### src/rtl/spp_pkg.sv
// Shared types, constants and the frequency table of the speed to pulse prescaler.
`default_nettype none

package spp_pkg;

  // Input and output field widths.
  localparam int SPEED_W = 12;
  localparam int KMH_W   = 8;
  localparam int NUM_W   = 18;
  localparam int HZ_W    = 8;
  localparam int PRE_W   = 16;
  localparam int DHZ_W   = 11;

  // Stream payload widths, padded to whole bytes.
  localparam int S_DATA_W = 16;
  localparam int M_DATA_W = 32;

  // Configuration port.
  localparam int CFG_ADDR_W = 1;
  localparam int CFG_DATA_W = 18;
  localparam logic [CFG_ADDR_W-1:0] REG_NUMERATOR = 1'd0;
  localparam logic [CFG_ADDR_W-1:0] REG_MIN_SPEED = 1'd1;
  localparam logic [NUM_W-1:0] NUMERATOR_RST = 18'd200000;
  localparam logic [KMH_W-1:0] MIN_SPEED_RST = 8'd5;

  // Divider sizing: the dividend covers both the interpolation sum and the numerator.
  localparam int DIV_DW    = 20;
  localparam int DIV_VW    = 12;
  localparam int DIV_CNT_W = $clog2(DIV_DW + 1);
  localparam logic [DIV_CNT_W-1:0] DIV_STEPS = DIV_CNT_W'(DIV_DW);

  // Table frequencies are stored in tenths of Hz.
  localparam logic [DIV_VW-1:0] DHZ_PER_HZ = 12'd10;

  // Interpolation table of (km/h, tenths of Hz) points.
  localparam int TBL_ENTRIES = 23;
  localparam int IDX_W       = $clog2(TBL_ENTRIES);
  localparam logic [IDX_W-1:0] LAST_IDX = IDX_W'(TBL_ENTRIES - 1);

  localparam logic [KMH_W-1:0] TBL_KMH [0:TBL_ENTRIES-1] = '{
    8'd5,   8'd10,  8'd20,  8'd30,  8'd40,  8'd50,  8'd60,  8'd70,
    8'd80,  8'd90,  8'd100, 8'd110, 8'd120, 8'd130, 8'd140, 8'd150,
    8'd160, 8'd170, 8'd180, 8'd190, 8'd200, 8'd210, 8'd220
  };

  localparam logic [DHZ_W-1:0] TBL_DHZ [0:TBL_ENTRIES-1] = '{
    11'd35,   11'd75,   11'd148,  11'd225,  11'd302,  11'd380,
    11'd457,  11'd530,  11'd610,  11'd690,  11'd770,  11'd850,
    11'd935,  11'd1020, 11'd1100, 11'd1185, 11'd1280, 11'd1370,
    11'd1460, 11'd1550, 11'd1640, 11'd1730, 11'd1820
  };

  // Sequencer states.
  typedef enum logic [3:0] {
    ST_IDLE,
    ST_CHECK,
    ST_SEARCH,
    ST_MUL1,
    ST_MUL2,
    ST_LUT_START,
    ST_LUT_WAIT,
    ST_PRE_START,
    ST_PRE_WAIT,
    ST_FINISH
  } state_t;

  // Divider control and status.
  typedef struct packed {
    logic start;
  } div_ctl_t;

  typedef struct packed {
    logic busy;
    logic done;
  } div_sts_t;

endpackage

`default_nettype wire

### src/rtl/spp_div.sv
// Shared restoring divider, one quotient bit per cycle.
`default_nettype none

module spp_div (
  input  wire logic                         clk,
  input  wire logic                         rst,
  input  wire spp_pkg::div_ctl_t            ctl,
  input  wire logic [spp_pkg::DIV_DW-1:0]   dividend,
  input  wire logic [spp_pkg::DIV_VW-1:0]   divisor,
  output spp_pkg::div_sts_t                 sts,
  output logic      [spp_pkg::DIV_DW-1:0]   quotient
);

  logic                          busy;
  logic                          done;
  logic [spp_pkg::DIV_CNT_W-1:0] cnt;
  logic [spp_pkg::DIV_DW-1:0]    quo;
  logic [spp_pkg::DIV_VW-1:0]    rem;
  logic [spp_pkg::DIV_VW-1:0]    dsr;

  logic [spp_pkg::DIV_VW:0]      trial;
  logic                          qbit;
  logic [spp_pkg::DIV_VW-1:0]    rem_next;

  // One restoring step: shift in the next dividend bit and try to subtract.
  always_comb begin
    trial    = {rem, quo[spp_pkg::DIV_DW-1]};
    qbit     = (trial >= {1'b0, dsr});
    rem_next = qbit ? spp_pkg::DIV_VW'(trial - {1'b0, dsr})
                    : trial[spp_pkg::DIV_VW-1:0];
  end

  // Step counter and status flags.
  always_ff @(posedge clk) begin
    if (rst) begin
      busy <= 1'b0;
      done <= 1'b0;
      cnt  <= '0;
    end else begin
      done <= 1'b0;
      if (ctl.start) begin
        busy <= 1'b1;
        cnt  <= spp_pkg::DIV_STEPS;
      end else if (busy) begin
        cnt <= cnt - 1'b1;
        if (cnt == spp_pkg::DIV_CNT_W'(1)) begin
          busy <= 1'b0;
          done <= 1'b1;
        end
      end
    end
  end

  // Partial remainder and quotient shift register.
  always_ff @(posedge clk) begin
    if (ctl.start) begin
      quo <= dividend;
      rem <= '0;
      dsr <= divisor;
    end else if (busy) begin
      quo <= {quo[spp_pkg::DIV_DW-2:0], qbit};
      rem <= rem_next;
    end
  end

  assign sts.busy = busy;
  assign sts.done = done;
  assign quotient = quo;

endmodule

`default_nettype wire

### src/rtl/speed_to_pulse_prescaler_unit.sv
// Top level: config registers, table search, interpolation and output register.
// A speed at or below the threshold skips to the output register; any other speed goes
// through a table search of up to 22 steps and two multiply steps (both skipped for a
// speed clamped at a table end) and two 20-step divisions sharing one restoring divider.
// A stalled result holds off the next item, which is taken only after it is loaded.
// Reset is synchronous: registers return to 200000 and 5, and the output is empty.
`default_nettype none

module speed_to_pulse_prescaler_unit (
  input  wire logic                             clk,
  input  wire logic                             rst,
  // Input stream; s_tdata: speed_q4 [11:0], zero padding above.
  input  wire logic                             s_tvalid,
  output logic                                  s_tready,
  input  wire logic [spp_pkg::S_DATA_W-1:0]     s_tdata,
  // Result stream; m_tdata: timer_enable [0], frequency_hz [8:1], prescaler [24:9].
  output logic                                  m_tvalid,
  input  wire logic                             m_tready,
  output logic      [spp_pkg::M_DATA_W-1:0]     m_tdata,
  // Configuration write port.
  input  wire logic                             cfg_we,
  input  wire logic [spp_pkg::CFG_ADDR_W-1:0]   cfg_addr,
  input  wire logic [spp_pkg::CFG_DATA_W-1:0]   cfg_data
);

  spp_pkg::state_t state, state_next;

  logic [spp_pkg::NUM_W-1:0]   numerator;
  logic [spp_pkg::KMH_W-1:0]   min_speed_kmh;

  logic [spp_pkg::SPEED_W-1:0] speed;
  logic                        en;
  logic [spp_pkg::IDX_W-1:0]   idx;
  logic [spp_pkg::KMH_W-1:0]   dv;
  logic [spp_pkg::DHZ_W-1:0]   df;
  logic [spp_pkg::DHZ_W-1:0]   f0;
  logic [spp_pkg::KMH_W-1:0]   dk;
  logic [spp_pkg::KMH_W+spp_pkg::DHZ_W-1:0] prod;
  logic [spp_pkg::DIV_DW-1:0]  inum;
  logic [spp_pkg::DIV_VW-1:0]  idiv;
  logic [spp_pkg::HZ_W-1:0]    hz;
  logic [spp_pkg::PRE_W-1:0]   presc;

  logic                        out_en;
  logic [spp_pkg::HZ_W-1:0]    out_hz;
  logic [spp_pkg::PRE_W-1:0]   out_presc;

  logic [spp_pkg::KMH_W-1:0]   v;
  logic                        enable_w;
  logic                        clamp_lo;
  logic                        clamp_hi;
  logic                        found;
  logic                        out_load;

  spp_pkg::div_ctl_t           div_ctl;
  spp_pkg::div_sts_t           div_sts;
  logic [spp_pkg::DIV_DW-1:0]  div_dividend;
  logic [spp_pkg::DIV_VW-1:0]  div_divisor;
  logic [spp_pkg::DIV_DW-1:0]  div_quo;

  // Whole km/h value and the threshold and clamp tests.
  assign v        = speed[spp_pkg::SPEED_W-1:4];
  assign enable_w = (speed > {min_speed_kmh, 4'b0000});
  assign clamp_lo = (v <= spp_pkg::TBL_KMH[0]);
  assign clamp_hi = (v >= spp_pkg::TBL_KMH[spp_pkg::LAST_IDX]);
  assign found    = (v <= spp_pkg::TBL_KMH[idx]);
  assign out_load = (state == spp_pkg::ST_FINISH) && (!m_tvalid || m_tready);

  // Configuration registers.
  always_ff @(posedge clk) begin
    if (rst) begin
      numerator     <= spp_pkg::NUMERATOR_RST;
      min_speed_kmh <= spp_pkg::MIN_SPEED_RST;
    end else if (cfg_we) begin
      case (cfg_addr)
        spp_pkg::REG_NUMERATOR: numerator     <= cfg_data;
        spp_pkg::REG_MIN_SPEED: min_speed_kmh <= cfg_data[spp_pkg::KMH_W-1:0];
        default: ;
      endcase
    end
  end

  // Sequencer state register.
  always_ff @(posedge clk) begin
    if (rst) begin
      state <= spp_pkg::ST_IDLE;
    end else begin
      state <= state_next;
    end
  end

  // Next state, handshake and divider operand selection.
  always_comb begin
    state_next    = state;
    s_tready      = 1'b0;
    div_ctl.start = 1'b0;
    div_dividend  = inum;
    div_divisor   = idiv;
    case (state)
      spp_pkg::ST_IDLE: begin
        s_tready = 1'b1;
        if (s_tvalid) state_next = spp_pkg::ST_CHECK;
      end
      spp_pkg::ST_CHECK: begin
        if (!enable_w) state_next = spp_pkg::ST_FINISH;
        else if (clamp_lo || clamp_hi) state_next = spp_pkg::ST_LUT_START;
        else state_next = spp_pkg::ST_SEARCH;
      end
      spp_pkg::ST_SEARCH: begin
        if (found) state_next = spp_pkg::ST_MUL1;
      end
      spp_pkg::ST_MUL1: state_next = spp_pkg::ST_MUL2;
      spp_pkg::ST_MUL2: state_next = spp_pkg::ST_LUT_START;
      spp_pkg::ST_LUT_START: begin
        div_ctl.start = 1'b1;
        state_next    = spp_pkg::ST_LUT_WAIT;
      end
      spp_pkg::ST_LUT_WAIT: begin
        if (div_sts.done) state_next = spp_pkg::ST_PRE_START;
      end
      spp_pkg::ST_PRE_START: begin
        div_ctl.start = 1'b1;
        div_dividend  = spp_pkg::DIV_DW'(numerator);
        div_divisor   = spp_pkg::DIV_VW'(hz);
        state_next    = spp_pkg::ST_PRE_WAIT;
      end
      spp_pkg::ST_PRE_WAIT: begin
        if (div_sts.done) state_next = spp_pkg::ST_FINISH;
      end
      spp_pkg::ST_FINISH: begin
        if (!m_tvalid || m_tready) state_next = spp_pkg::ST_IDLE;
      end
      default: state_next = spp_pkg::ST_IDLE;
    endcase
  end

  // Datapath registers, advanced step by step by the sequencer.
  always_ff @(posedge clk) begin
    case (state)
      spp_pkg::ST_IDLE: begin
        if (s_tvalid) speed <= s_tdata[spp_pkg::SPEED_W-1:0];
      end
      spp_pkg::ST_CHECK: begin
        en  <= enable_w;
        idx <= spp_pkg::IDX_W'(1);
        if (!enable_w) begin
          hz    <= '0;
          presc <= '0;
        end else if (clamp_lo) begin
          inum <= spp_pkg::DIV_DW'(spp_pkg::TBL_DHZ[0]);
          idiv <= spp_pkg::DHZ_PER_HZ;
        end else begin
          inum <= spp_pkg::DIV_DW'(spp_pkg::TBL_DHZ[spp_pkg::LAST_IDX]);
          idiv <= spp_pkg::DHZ_PER_HZ;
        end
      end
      spp_pkg::ST_SEARCH: begin
        if (found) begin
          // Equal neighboring points collapse to the upper point's value.
          if (spp_pkg::TBL_KMH[idx] == spp_pkg::TBL_KMH[idx - 1'b1]) begin
            dv <= '0;
            df <= '0;
            f0 <= spp_pkg::TBL_DHZ[idx];
            dk <= spp_pkg::KMH_W'(1);
          end else begin
            dv <= v - spp_pkg::TBL_KMH[idx - 1'b1];
            df <= spp_pkg::TBL_DHZ[idx] - spp_pkg::TBL_DHZ[idx - 1'b1];
            f0 <= spp_pkg::TBL_DHZ[idx - 1'b1];
            dk <= spp_pkg::TBL_KMH[idx] - spp_pkg::TBL_KMH[idx - 1'b1];
          end
        end else begin
          idx <= idx + 1'b1;
        end
      end
      spp_pkg::ST_MUL1: begin
        prod <= dv * df;
        idiv <= (spp_pkg::DIV_VW'(dk) << 3) + (spp_pkg::DIV_VW'(dk) << 1);
      end
      spp_pkg::ST_MUL2: begin
        inum <= spp_pkg::DIV_DW'(prod)
              + spp_pkg::DIV_DW'(spp_pkg::DIV_DW'(f0) * spp_pkg::DIV_DW'(dk));
      end
      spp_pkg::ST_LUT_WAIT: begin
        if (div_sts.done) hz <= div_quo[spp_pkg::HZ_W-1:0];
      end
      spp_pkg::ST_PRE_WAIT: begin
        // Quotients beyond 16 bits saturate.
        if (div_sts.done) begin
          if (div_quo[spp_pkg::DIV_DW-1:spp_pkg::PRE_W] != '0) presc <= '1;
          else presc <= div_quo[spp_pkg::PRE_W-1:0];
        end
      end
      default: ;
    endcase
  end

  // Output register: holds one result until the consumer takes it.
  always_ff @(posedge clk) begin
    if (rst) begin
      m_tvalid <= 1'b0;
    end else if (out_load) begin
      m_tvalid <= 1'b1;
    end else if (m_tready) begin
      m_tvalid <= 1'b0;
    end
  end

  always_ff @(posedge clk) begin
    if (out_load) begin
      out_en    <= en;
      out_hz    <= hz;
      out_presc <= presc;
    end
  end

  assign m_tdata = {7'd0, out_presc, out_hz, out_en};

  // Shared divider.
  spp_div u_div (
    .clk      (clk),
    .rst      (rst),
    .ctl      (div_ctl),
    .dividend (div_dividend),
    .divisor  (div_divisor),
    .sts      (div_sts),
    .quotient (div_quo)
  );

`ifndef SYNTHESIS
  // A disabled result carries zero frequency and zero prescaler.
  a_disabled_zero: assert property (@(posedge clk) disable iff (rst)
    (m_tvalid && !m_tdata[0]) |-> (m_tdata[24:1] == '0))
    else $error("disabled result has nonzero fields");

  // An enabled result never has a zero frequency with this table.
  a_enabled_hz: assert property (@(posedge clk) disable iff (rst)
    (m_tvalid && m_tdata[0]) |-> (m_tdata[8:1] != '0))
    else $error("enabled result has zero frequency");

  // The divider reports completion only while the sequencer waits for it.
  a_div_done: assert property (@(posedge clk) disable iff (rst)
    div_sts.done |-> (state == spp_pkg::ST_LUT_WAIT || state == spp_pkg::ST_PRE_WAIT))
    else $error("divider done outside a wait state");

  // A new division never starts while the divider is still running.
  a_div_start: assert property (@(posedge clk) disable iff (rst)
    div_ctl.start |-> !div_sts.busy)
    else $error("divider restarted while busy");

  // The table search stays inside the table.
  a_search_idx: assert property (@(posedge clk) disable iff (rst)
    (state == spp_pkg::ST_SEARCH) |-> (idx <= spp_pkg::LAST_IDX && idx != '0))
    else $error("table search index out of range");
`endif

endmodule

`default_nettype wire

### config.mk
export PLATFORM = sky130hd
export DESIGN_NAME = speed_to_pulse_prescaler_unit
export DESIGN_NICKNAME = d
export VERILOG_FILES = /design/src/rtl/spp_pkg.sv /design/src/rtl/spp_div.sv /design/src/rtl/speed_to_pulse_prescaler_unit.sv
export SDC_FILE = /design/constraint.sdc
export NUM_CORES = 1
export LEC_CHECK = 0
export BUFFER_PORTS_ARGS = -buffer_cell sky130_fd_sc_hd__buf_2
export CAP_MARGIN = 20
export CORE_ASPECT_RATIO = 1.4
export CORE_UTILIZATION = 55
export CTS_CLUSTER_SIZE = 10
export DETAILED_ROUTE_END_ITERATION = 7
export MAX_ROUTING_LAYER = met4
export PLACE_DENSITY = 0.72
export SLEW_MARGIN = 20
export SYNTH_ARGS = -nofsm -noshare
export SYNTH_HDL_FRONTEND = slang
export SYNTH_SLANG_ARGS = --single-unit
### constraint.sdc
create_clock -name clk -period 6.23 [get_ports clk]
set_input_delay 1.869 -clock clk [delete_from_list [all_inputs] [get_ports clk]]
set_output_delay 1.869 -clock clk [all_outputs]
set_load 0.05 [all_outputs]
==> results_dict.tcl <==
set metrics [dict create \
    status "finished, final reports clean" \
    die_h_um 219.6 \
    fin_tns_setup_ns 0 \
    synth_top_area_share_pct 30.18 \
    die_w_um 157.4 \
    drc 0 \
    path_depth 16 \
    cap_violations 0 \
    ys_ff_latch 237 \
    skew_ns 0.03005 \
    dp.cells 2383 \
    start_util_pct 55.85 \
    min_from "presc[13]" \
    ant_nets 0 \
    cp-end-kind "flop" \
    worst-path-buf-inv 3 \
    period_share_pct 88.85 \
    crit_start "dk[6]" \
    setup_viol 0 \
    yosysSeqAreaShare_pct 35.56 \
    worstRegToRegCells 16 \
    timing.rr.start "dk[6]" \
    max_freq_ghz 0.1807 \
    required_ns 6.58 \
    timing.final.ws_setup_ns 0.6946 \
    cts_max_level 1 \
    synth_most_common_cell "inv_1" \
    via_per_inst 5.487 \
    cts_resized 0 \
    cts_tree "done" \
    yosys_most_used_dff "edfxtp_1" \
    finalCriticalPeriod_ns 5.535 \
    relSlewSlack_pct 44.57 \
    worst_pin_slew_ns 0.8273 \
    overflow 0 \
    synth_cell_types 78 \
    coreArea_um2 33310 \
    crit_top_cell "fa_1" \
    synth_top_area_cell "edfxtp_1" \
    grtUsageTotal_pct 24.93 \
    crit_path_top_delay_cell "edfxtp_1" \
    pre_cts_slack_ns 0.8774 \
    pin_count 74 \
    synth_common_cells "261 x inv_1, 252 x nand2_1, 187 x edfxtp_1, 155 x ha_1, 141 x nor2_1" \
    n_antenna_cell 0 \
    drt-initial-drc-count 748 \
    clockRootBuffer "clkbuf_16" \
    path_clk_slew_ns 0.06 \
    stdcell_count 2436 \
    grt_max_degree 50 \
    syn_avg_cell_area_um2 9.595 \
    clock_sinks 237 \
    start_kind "flop" \
    clk-insertion-delay-late_ns 0.56 \
    final_core_util_pct 60.29 \
    path_delay_family "adder cells" \
    grt_pass1_vias 13620 \
    wire_per_inst_um 16.44 \
    antenna_found_initial 0 \
    area_growth_pct 7.949 \
    synth.area.top_cells "edfxtp_1 30%, fa_1 14%, ha_1 10%" \
    crit_fanout 15 \
    synth_area_um2 18610 \
    nFillCells 2805 \
    yosys_warnings 0 \
    wl_um 40050 \
    gp_congestion 0.9446 \
    synth_cells 1939 \
    post_route_cells_drive_above_1_share_pct 6.981 \
    grt_pass1_wl_um 65560 \
    via_count 13370 \
    rsz0062_at_grt "false" \
    placement_rows 79 \
    crit_type "reg -> reg" \
    numCtsBuffers 28 \
    hp-class "reg -> reg" \
    worstPathArrival_ns 5.89 \
    cpPeakStageDelay_ns 0.74 \
    async_reset_ff_share_pct 0 \
    hpwl_um 31450 \
    postCtsHoldBufs 0 \
    portBuffers 62 \
    drt-pass1-iter-count 5 \
    synth-edff-count 187 \
    cts_setup_buffers 0 \
    path_cells "nand2_1 > fa_1 > fa_1 > inv_1 > fa_1 > inv_1 > fa_1 > inv_1 > ha_1 > or2_2 > nand2_1 > nor2_1 > o31ai_1 > o21ai_0 > a31oi_1 > mux2i_1" \
    final_max_slew_viol_count 0 \
    min_path_cells 0 \
    cts.path.max_buffers 3 \
    die_area_um2 34580 \
    reg2reg_slack_ns 0.69 \
    hold_violations 0 \
    nets 2295 \
]
[cells by family (layout without fill, tap and decap cells)]
family / count (synthesis) / after routing / synth area share (%)
and+or+nand+nor: 642 / 642 / 16.30
buffers and inverters: 347 / 393 / 7.350
AOI/OAI and AO/OA: 315 / 315 / 10.50
adders and majority gates: 286 / 286 / 24.52
DFF: 237 / 237 / 35.56
xor gates and xnor gates: 70 / 70 / 3.416
muxes: 41 / 41 / 2.327
other: 1 / 7 / 0.02016
[metal layers]
layer	wire length [um]	share of wire [%]	global-route usage, %
met1	15280	38	25.50
met2	22070	55	47.42
met3	1069	2.7	2.065
met5	0	0	-
met4	1627	4.1	11.78
[worst reg2reg max path: stages, from the launching register on]
cell and delay [ns]:
edfxtp_1 0.74, nand2_1 0.16, fa_1 0.51, fa_1 0.54, inv_1 0.05, fa_1 0.53
inv_1 0.06, fa_1 0.53, inv_1 0.05, ha_1 0.32, or2_2 0.29, nand2_1 0.08
nor2_1 0.07, o31ai_1 0.67, o21ai_0 0.20, a31oi_1 0.24, mux2i_1 0.30
[flip-flops by register name, summed over array words and instances (netlist names), 12 cells and up]
register / cells
inum: 20
u_div.quotient: 20
prod: 19
numerator: 18
out_presc: 16
presc: 16
speed: 12
u_div.dsr: 12
u_div.rem: 12
[through the flow]
step | instance area [um2] | hold slack, ns
2_1_floorplan | 18630 | 0.4003
3_3_place_gp | 19230 | 0.4025
3_5_place_dp | 19230 | 0.4045
4_1_cts | 20060 | 0.4126
5_1_grt | 20080 | 0.4219
6_report | 20080 | 0.4136
[final timing paths]
path | end
worst min register to register | out_presc[13]
worst min-delay path | out_presc[13]
worst max-delay path | inum[17]
worst max register to register | inum[17]
[layout by cell type (no fill, tap or decap), drive strengths merged, types with 23 or more instances in the layout]
master,Yosys,final
a21o,23,23
a21oi,104,104
and2,112,112
buf,29,76
clkbuf,53,49
dfxtp,50,50
edfxtp,187,187
fa,131,131
ha,155,155
inv,261,262
mux2i,32,32
nand2,252,252
nor2,142,142
nor3,35,35
o21ai,84,84
xnor2,38,38
xor2,32,32
[final cells by class]
cell class	instances	area [um2]	share of cell area, %
Clock inverter	3	41.29	0.2056
Multi-Input combinational cell	1361	10660	53.09
Tap cell	445	556.8	2.772
Clock buffer	49	789.5	3.931
Sequential cell	237	6616	32.94
Timing Repair Buffer	76	422.9	2.106
Inverter	265	994.7	4.953
Power is left out: the tool's default activity adds up to more than one toggle a clock period on the data nets, which glitch-free logic cannot reach.
